File: config.mk
export PLATFORM = sky130hd
export DESIGN_NAME = top_n_then_keyed_sort
export DESIGN_NICKNAME = d
export VERILOG_FILES = /design/src/hdl/tnks_pkg.sv /design/src/hdl/top_n_then_keyed_sort.sv /design/src/hdl/tnks_ram.sv
export SDC_FILE = /design/constraint.sdc
export NUM_CORES = 2
export LEC_CHECK = 0
export ABC_AREA = 1
export BUFFER_PORTS_ARGS = -buffer_cell sky130_fd_sc_hd__buf_2
export CAP_MARGIN = 10
export CORE_ASPECT_RATIO = 0.7
export CORE_MARGIN = 2
export CORE_UTILIZATION = 52
export CTS_BUF_LIST = sky130_fd_sc_hd__clkbuf_16
export DETAILED_ROUTE_END_ITERATION = 6
export PLACE_DENSITY_LB_ADDON = 0.2
export SKIP_LAST_GASP = 1
export SLEW_MARGIN = 20
export SYNTH_ARGS = -nofsm -noshare
export SYNTH_HDL_FRONTEND = slang
export SYNTH_SLANG_ARGS = --single-unit
File: constraint.sdc
create_clock -name clk -period 14.8 [get_ports clk]
set_input_delay 0 -clock clk [delete_from_list [all_inputs] [get_ports clk]]
set_output_delay 0 -clock clk [all_outputs]
set_load 0.02 [all_outputs]
File: src/hdl/tnks_pkg.sv
// Shared constants, types and the row compare function for the top-N keyed sort.
package tnks_pkg;

  localparam int MAX_ROWS = 32;
  localparam int ADDR_W   = $clog2(MAX_ROWS);
  localparam int CNT_W    = $clog2(MAX_ROWS + 1);
  localparam int IDX_W    = 5;
  localparam int ROW_W    = 8 + 32 + 32 + 32;

  localparam logic [1:0] LIMIT_ALL   = 2'd0;
  localparam logic [1:0] LIMIT_TEN   = 2'd1;
  localparam logic [1:0] LIMIT_FIVE  = 2'd2;
  localparam logic [1:0] LIMIT_THREE = 2'd3;

  localparam logic [1:0] KEY_SIGNAL  = 2'd0;
  localparam logic [1:0] KEY_RECENT  = 2'd1;
  localparam logic [1:0] KEY_IDENT   = 2'd2;
  localparam logic [1:0] KEY_PACKETS = 2'd3;

  localparam logic [1:0] REG_LIMIT_MODE = 2'd0;
  localparam logic [1:0] REG_SORT_KEY   = 2'd1;

  localparam logic [CNT_W-1:0] CAP_TEN   = CNT_W'(10);
  localparam logic [CNT_W-1:0] CAP_FIVE  = CNT_W'(5);
  localparam logic [CNT_W-1:0] CAP_THREE = CNT_W'(3);

  typedef struct packed {
    logic signed [7:0] sig;
    logic [31:0]       tick;
    logic [31:0]       ident;
    logic [31:0]       packets;
  } row_t;

  typedef enum logic [11:0] {
    ST_LOAD       = 12'b0000_0000_0001,
    ST_INIT       = 12'b0000_0000_0010,
    ST_PASS_BEGIN = 12'b0000_0000_0100,
    ST_FETCH_V    = 12'b0000_0000_1000,
    ST_V_DATA     = 12'b0000_0001_0000,
    ST_V_KEY      = 12'b0000_0010_0000,
    ST_RD_ORD     = 12'b0000_0100_0000,
    ST_ORD_WAIT   = 12'b0000_1000_0000,
    ST_CMP        = 12'b0001_0000_0000,
    ST_E_READ     = 12'b0010_0000_0000,
    ST_E_WAIT     = 12'b0100_0000_0000,
    ST_E_HOLD     = 12'b1000_0000_0000
  } state_t;

  // True when row a must move ahead of row b under the given key.
  function automatic logic goes_before(input logic [1:0] key, input row_t a, input row_t b);
    logic [31:0] d;
    logic        res;
    d = a.tick - b.tick;
    unique case (key)
      KEY_RECENT:  res = (d != 32'd0) && !d[31];
      KEY_IDENT:   res = a.ident < b.ident;
      KEY_PACKETS: res = a.packets > b.packets;
      default:     res = a.sig > b.sig;
    endcase
    return res;
  endfunction

endpackage

File: src/hdl/top_n_then_keyed_sort.sv
// Top level of the top-N then keyed stable sort of loaded rows.
//
// Rows enter on the row channel (row_valid/row_stall), one per transaction.
// Each accepted row is stored in the row RAM; rows beyond the store capacity
// are dropped. The row with last_row set closes the set and starts sorting;
// row_stall stays high until every result of the set has been delivered.
// A shared compare unit runs an insertion sort driven by a small sequencer,
// with one order RAM and one row RAM, each with one read port. Setup writes
// the identity order into the order RAM; each compare step reads the order
// entry ahead, waits for its row and compares (ST_RD_ORD, ST_ORD_WAIT,
// ST_CMP), and each outer iteration fetches the next row (ST_FETCH_V,
// ST_V_DATA, ST_V_KEY). A top-N cut adds a second pass over N rows.
// Results leave on the result channel (res_valid/res_stall), one transaction
// at a time, the next one read only after the last is taken; a stall holds
// the result in its output register until it is taken. The user must make
// configuration writes through cfg_we/cfg_index/cfg_data only while the block
// is idle; the block itself does not enforce this. Reset empties the row set
// and sets both registers to zero.
module top_n_then_keyed_sort
  import tnks_pkg::*;
(
  input  logic              clk,
  input  logic              rst,
  input  logic              cfg_we,
  input  logic [1:0]        cfg_index,
  input  logic [1:0]        cfg_data,
  input  logic              row_valid,
  output logic              row_stall,
  input  logic signed [7:0] signal_level,
  input  logic [31:0]       seen_tick,
  input  logic [31:0]       meter_ident,
  input  logic [31:0]       packet_total,
  input  logic              last_row,
  output logic              res_valid,
  input  logic              res_stall,
  output logic [IDX_W-1:0]  row_index,
  output logic [IDX_W-1:0]  rank,
  output logic              final_res
);

  state_t            state, state_next;
  logic [1:0]        limit_mode, sort_key;
  logic [CNT_W-1:0]  count, count_next;
  logic [CNT_W-1:0]  cap, cap_next;
  logic [CNT_W-1:0]  pass_n, pass_n_next;
  logic [1:0]        pass_key, pass_key_next;
  logic              first_pass, first_pass_next;
  logic [ADDR_W-1:0] i, i_next;
  logic [ADDR_W-1:0] j, j_next;
  logic [ADDR_W-1:0] r, r_next;
  logic              res_valid_next;

  logic [ADDR_W-1:0] v, w;
  row_t              vrow;
  row_t              row_wdata, row_q;
  logic              row_we;

  logic              ord_we;
  logic [ADDR_W-1:0] ord_waddr, ord_wdata, ord_raddr, ord_q;

  logic              row_accept;
  logic              res_accept;
  logic [CNT_W-1:0]  i_plus;
  logic [CNT_W-1:0]  r_plus;
  logic [CNT_W-1:0]  cap_sel;

  assign row_stall  = (state != ST_LOAD);
  assign row_accept = row_valid && !row_stall;
  assign res_accept = res_valid && !res_stall;
  assign i_plus     = CNT_W'(i) + CNT_W'(1);
  assign r_plus     = CNT_W'(r) + CNT_W'(1);

  assign row_we    = row_accept && (count < CNT_W'(MAX_ROWS));
  assign row_wdata = '{sig: signal_level, tick: seen_tick, ident: meter_ident,
                       packets: packet_total};

  tnks_ram #(.WIDTH(ROW_W), .DEPTH(MAX_ROWS)) u_row_ram (
    .clk   (clk),
    .we    (row_we),
    .waddr (count[ADDR_W-1:0]),
    .wdata (row_wdata),
    .raddr (ord_q),
    .rdata (row_q)
  );

  tnks_ram #(.WIDTH(ADDR_W), .DEPTH(MAX_ROWS)) u_ord_ram (
    .clk   (clk),
    .we    (ord_we),
    .waddr (ord_waddr),
    .wdata (ord_wdata),
    .raddr (ord_raddr),
    .rdata (ord_q)
  );

  always_comb begin
    unique case (limit_mode)
      LIMIT_TEN:   cap_sel = CAP_TEN;
      LIMIT_FIVE:  cap_sel = CAP_FIVE;
      LIMIT_THREE: cap_sel = CAP_THREE;
      default:     cap_sel = count;
    endcase
  end

  always_comb begin
    state_next      = state;
    count_next      = count;
    cap_next        = cap;
    pass_n_next     = pass_n;
    pass_key_next   = pass_key;
    first_pass_next = first_pass;
    i_next          = i;
    j_next          = j;
    r_next          = r;
    res_valid_next  = res_valid;
    ord_we          = 1'b0;
    ord_waddr       = j;
    ord_wdata       = v;
    ord_raddr       = i;

    unique case (state)
      ST_LOAD: begin
        if (row_accept) begin
          if (row_we) begin
            count_next = count + CNT_W'(1);
          end
          if (last_row) begin
            i_next     = '0;
            state_next = ST_INIT;
          end
        end
      end
      ST_INIT: begin
        ord_we    = 1'b1;
        ord_waddr = i;
        ord_wdata = i;
        if (i_plus == count) begin
          cap_next   = cap_sel;
          pass_n_next = count;
          if (cap_sel < count) begin
            pass_key_next   = KEY_SIGNAL;
            first_pass_next = 1'b1;
          end else begin
            pass_key_next   = sort_key;
            first_pass_next = 1'b0;
          end
          state_next = ST_PASS_BEGIN;
        end else begin
          i_next = i + ADDR_W'(1);
        end
      end
      ST_PASS_BEGIN: begin
        if (pass_n < CNT_W'(2)) begin
          r_next     = '0;
          state_next = ST_E_READ;
        end else begin
          i_next     = ADDR_W'(1);
          state_next = ST_FETCH_V;
        end
      end
      ST_FETCH_V: begin
        ord_raddr  = i;
        state_next = ST_V_DATA;
      end
      ST_V_DATA: begin
        j_next     = i;
        state_next = ST_V_KEY;
      end
      ST_V_KEY: begin
        state_next = ST_RD_ORD;
      end
      ST_RD_ORD: begin
        ord_raddr = j - ADDR_W'(1);
        if (j == '0) begin
          ord_we    = 1'b1;
          ord_waddr = j;
          ord_wdata = v;
          if (i_plus < pass_n) begin
            i_next     = i + ADDR_W'(1);
            state_next = ST_FETCH_V;
          end else if (first_pass) begin
            first_pass_next = 1'b0;
            pass_n_next     = cap;
            pass_key_next   = sort_key;
            state_next      = ST_PASS_BEGIN;
          end else begin
            r_next     = '0;
            state_next = ST_E_READ;
          end
        end else begin
          state_next = ST_ORD_WAIT;
        end
      end
      ST_ORD_WAIT: begin
        state_next = ST_CMP;
      end
      ST_CMP: begin
        ord_we    = 1'b1;
        ord_waddr = j;
        if (goes_before(pass_key, vrow, row_q)) begin
          ord_wdata  = w;
          j_next     = j - ADDR_W'(1);
          state_next = ST_RD_ORD;
        end else begin
          ord_wdata = v;
          if (i_plus < pass_n) begin
            i_next     = i + ADDR_W'(1);
            state_next = ST_FETCH_V;
          end else if (first_pass) begin
            first_pass_next = 1'b0;
            pass_n_next     = cap;
            pass_key_next   = sort_key;
            state_next      = ST_PASS_BEGIN;
          end else begin
            r_next     = '0;
            state_next = ST_E_READ;
          end
        end
      end
      ST_E_READ: begin
        ord_raddr  = r;
        state_next = ST_E_WAIT;
      end
      ST_E_WAIT: begin
        res_valid_next = 1'b1;
        state_next     = ST_E_HOLD;
      end
      ST_E_HOLD: begin
        if (res_accept) begin
          res_valid_next = 1'b0;
          if (final_res) begin
            count_next = '0;
            state_next = ST_LOAD;
          end else begin
            r_next     = r + ADDR_W'(1);
            state_next = ST_E_READ;
          end
        end
      end
      default: begin
        state_next = ST_LOAD;
      end
    endcase
  end

  always_ff @(posedge clk) begin
    if (rst) begin
      state      <= ST_LOAD;
      count      <= '0;
      res_valid  <= 1'b0;
      first_pass <= 1'b0;
      limit_mode <= LIMIT_ALL;
      sort_key   <= KEY_SIGNAL;
    end else begin
      state      <= state_next;
      count      <= count_next;
      res_valid  <= res_valid_next;
      first_pass <= first_pass_next;
      if (cfg_we && (cfg_index == REG_LIMIT_MODE)) begin
        limit_mode <= cfg_data;
      end
      if (cfg_we && (cfg_index == REG_SORT_KEY)) begin
        sort_key <= cfg_data;
      end
    end
  end

  always_ff @(posedge clk) begin
    cap      <= cap_next;
    pass_n   <= pass_n_next;
    pass_key <= pass_key_next;
    i        <= i_next;
    j        <= j_next;
    r        <= r_next;
    if (state == ST_V_DATA) begin
      v <= ord_q;
    end
    if (state == ST_V_KEY) begin
      vrow <= row_q;
    end
    if (state == ST_ORD_WAIT) begin
      w <= ord_q;
    end
    if (state == ST_E_WAIT) begin
      row_index <= ord_q;
      rank      <= r;
      final_res <= (r_plus == pass_n);
    end
  end

`ifndef SYNTHESIS
  a_valid_in_hold: assert property (@(posedge clk) disable iff (rst)
    res_valid |-> (state == ST_E_HOLD))
    else $error("result valid outside the hold state");

  a_count_bound: assert property (@(posedge clk) disable iff (rst)
    count <= CNT_W'(MAX_ROWS))
    else $error("row count beyond capacity");

  a_final_returns: assert property (@(posedge clk) disable iff (rst)
    (res_accept && final_res) |=> (state == ST_LOAD) && (count == '0))
    else $error("final result did not return the block to loading");

  a_shift_bound: assert property (@(posedge clk) disable iff (rst)
    (state == ST_CMP) |-> (j <= i) && (j != '0))
    else $error("insertion index out of range");

  a_pass_bound: assert property (@(posedge clk) disable iff (rst)
    (state == ST_CMP) |-> (i_plus <= pass_n))
    else $error("outer index beyond pass length");
`endif

endmodule

File: src/hdl/tnks_ram.sv
// Generic single-write, single-read RAM with registered read data.
module tnks_ram #(
  parameter int WIDTH = 8,
  parameter int DEPTH = 32
) (
  input  logic                     clk,
  input  logic                     we,
  input  logic [$clog2(DEPTH)-1:0] waddr,
  input  logic [WIDTH-1:0]         wdata,
  input  logic [$clog2(DEPTH)-1:0] raddr,
  output logic [WIDTH-1:0]         rdata
);

  logic [WIDTH-1:0] mem [DEPTH];

  always_ff @(posedge clk) begin
    if (we) begin
      mem[waddr] <= wdata;
    end
    rdata <= mem[raddr];
  end

endmodule
==> impl_metrics.ini <==
[route]
dr.pass1.iters = 7
wire_per_inst_um = 27.2
vias_per_cell = 6.25
ant_nets = 0
detail_route.iter0.violations = 14400
wl_um = 429000
vias = 98600
drc = 0

[sta]
rsz0062_at_grt = false
max_freq_mhz = 186
hold_slack_ps = 152
timing.final.max_slew_violations = 0
post-route-min-period_ps = 5360
finalHoldViolations = 0
period_share_pct = 36.2
skew_ps = 47.5
slew-limit-headroom_pct = 18.6
setup_viol = 0
timing.setup.tns_ps = 0
worst_pin_slew_ps = 1220

[layout]
final_cell_area_um2 = 167000
multiInputGateArea_um2 = 33100
nets = 11900
area_delta_synth_final_pct = 11.8
register_area_um2 = 112000
fillers = 22200
drive_gt1_share_pct = 7.57
post-route-util_pct = 58.4

[clock_tree]
ctsHtreeMaxLevel = 5
cts_tree = done
cts_root_buf = clkbuf_16
worstSkewPairLatency_ps = 910
clkSlewWorstSetupHoldPaths_ps = 60
clock_path_buffers = 4
cts.sinks = 3775
cts_buffers = 359
cts_resized = 0

[grt]
gr-usage-all-layers_pct = 28.7
antenna_found_initial = 29
grt_pass1_wl_um = 623000
grt_pass1_vias = 92400
grt_max_degree = 225
gr-total-overflow = 0

[hold_path]
hold_class = in2reg

[synthesis]
synthCells = 11600
synth_common_cells = 3642 x edfxtp_1, 2244 x nor2_1, 2078 x o21ai_0
yosysMostFrequentCell = edfxtp_1
synth_nets = 11800
synth_edf_count = 3642
synth_cell_types = 53
synth_area_um2 = 149000
ys_warn_count = 0
netlist.area_leader.share_pct = 73.4
synth.avg_cell_area_um2 = 12.8
synth_ff_type = edfxtp_1
ys_top_cells_by_area = edfxtp_1 73%, o21ai_0 7.0%, nor2_1 5.7%, o22ai_1 3.8%, nand2_1 1.9%
ys_ff_latch = 3775
post-synth-top-area-cell = edfxtp_1
yosysSeqAreaShare_pct = 75.2
async_reset_ff_share_pct = 0

[setup_path]
worstSetupPathType = reg2reg
critPathSlowestCell = buf_4
reg2reg_slack_ps = 9440
arrival_ps = 5880
end_kind = register
required_ps = 15310
max_stage_delay_ps = 890
crit_chain = or2_1 > nor2_1 > nand2_1 > inv_2 > nand2_1 > nor3_1 > nand2_1 > nor2_4 > buf_4 > buf_4 > buf_4
worstSetupStartpointType = register
cp_max_fo = 44

[floorplanning]
io_pins = 127
dieArea_um2 = 291000
die_y_um = 452
core_um2 = 285000
die_x_um = 644
row_count = 164
start_util_pct = 52.2

[power_and_ir_drop]
p_leak_nw = 55.0
ir_worst_vdd_mv = 0.174
totalPowerFinal_mw = 31.8
power_density_nw_per_um2 = 191

[run_status]
status = completed

[placed_design]
placed_cell_area_um2 = 153000
hpwl_um = 217000
io_buffers = 126
gp_congestion = 0.841

[job]
cap_viol_max_count = 0
-- state kept, by name, indices dropped and copies added, names as in the netlist, 5 cells and up --
name / cells
u_ord_ram.mem: 160
cap: 6
i: 5
u_row_ram.rdata: 104
u_ord_ram.rdata: 5
count: 6
r: 5
u_row_ram.mem: 3328
vrow: 104
state: 12
v: 5
pass_n: 6
w: 5
rank: 5
row_index: 5
j: 5
-- cell usage in the layout (no fill, tap or decap), types with 130 or more instances in the layout --
cell and count:
edfxtp_1 3642, nor2_1 2212, o21ai_0 2077, o22ai_1 911, nand2_1 772, inv_1 385
clkbuf_16 364, a21oi_1 148, buf_4 148, dlygate4sd3_1 130
-- worst max-delay path, delay by kind of cell (launching register included) --
family	cells	cell delay, ps
flops	1	330
simple gates	7	2120
buf+inv	4	2460
-- kinds of logic (layout without fill, tap and decap cells) --
kind of cell | Yosys count | count (layout) | share of synthesized area (%)
AOI/OAI and AO/OA | 3345 | 3345 | 12.4
xor gates and xnor gates | 22 | 22 | 0.129
adders and majority gates | 118 | 118 | 0.996
buffers and inverters | 1098 | 1432 | 2.79
DFF | 3775 | 3775 | 75.2
muxes | 15 | 15 | 0.101
other | 0 | 14 | 0
and+or+nand+nor | 3228 | 3228 | 8.38
-- final cells by class --
| cell class | instances | area share [%] |
|---|---|---|
| antenna | 14 | 0.0210 |
| clock buffer | 364 | 5.47 |
| clock inverter | 289 | 1.51 |
| inverter | 351 | 0.816 |
| multi-input combinational | 6728 | 19.9 |
| sequential | 3775 | 67.3 |
| tap | 3818 | 2.87 |
| timing repair buffer | 428 | 2.12 |
-- worst paths after layout --
check | from | endpoint | cells past startpoint
max reg2reg | state[11]$_SDFFE_PP0P_ | u_row_ram.mem[2][38]$_DFFE_PP_ | 11
min | packet_total[0] | u_row_ram.mem[30][0]$_DFFE_PP_ | 2
max | state[11]$_SDFFE_PP0P_ | u_row_ram.mem[2][38]$_DFFE_PP_ | 11
min reg2reg | u_row_ram.rdata[69]$_DFF_P_ | vrow[69]$_DFFE_PN_ | 0
-- metrics by stage --
step | instances | setup slack [ps]
floorplan | 11600 | 8280
global placement | 15000 | 9530
detailed placement | 15000 | 9560
CTS | 15800 | 9540
global route | 15800 | 9290
finish | 15800 | 9440
-- where the power goes --
part	internal, mW	switching [mW]	leakage [nW]	total (mW)
clock network	5.21	3.99	5.87	9.20
registers	12.2	0.389	33.9	12.6
logic	2.74	7.27	15.2	10.0
total	20.1	11.6	55.0	31.8
-- layer usage --
metal	global-route usage, %	routed length [um]	vias to the layer above
met5	0	435	-
li1	-	-	42900
met1	43.6	181000	49400
met4	7.75	11500	22
met2	42.7	188000	5578
met3	5.55	47800	694
-- what timing repair did --
action | in CTS | in global routing
hold endpoints to repair | 3357 | 0
buffers inserted | 0 | 0
hold buffers | 130 | 0
Power figures use the tool's default switching activity.
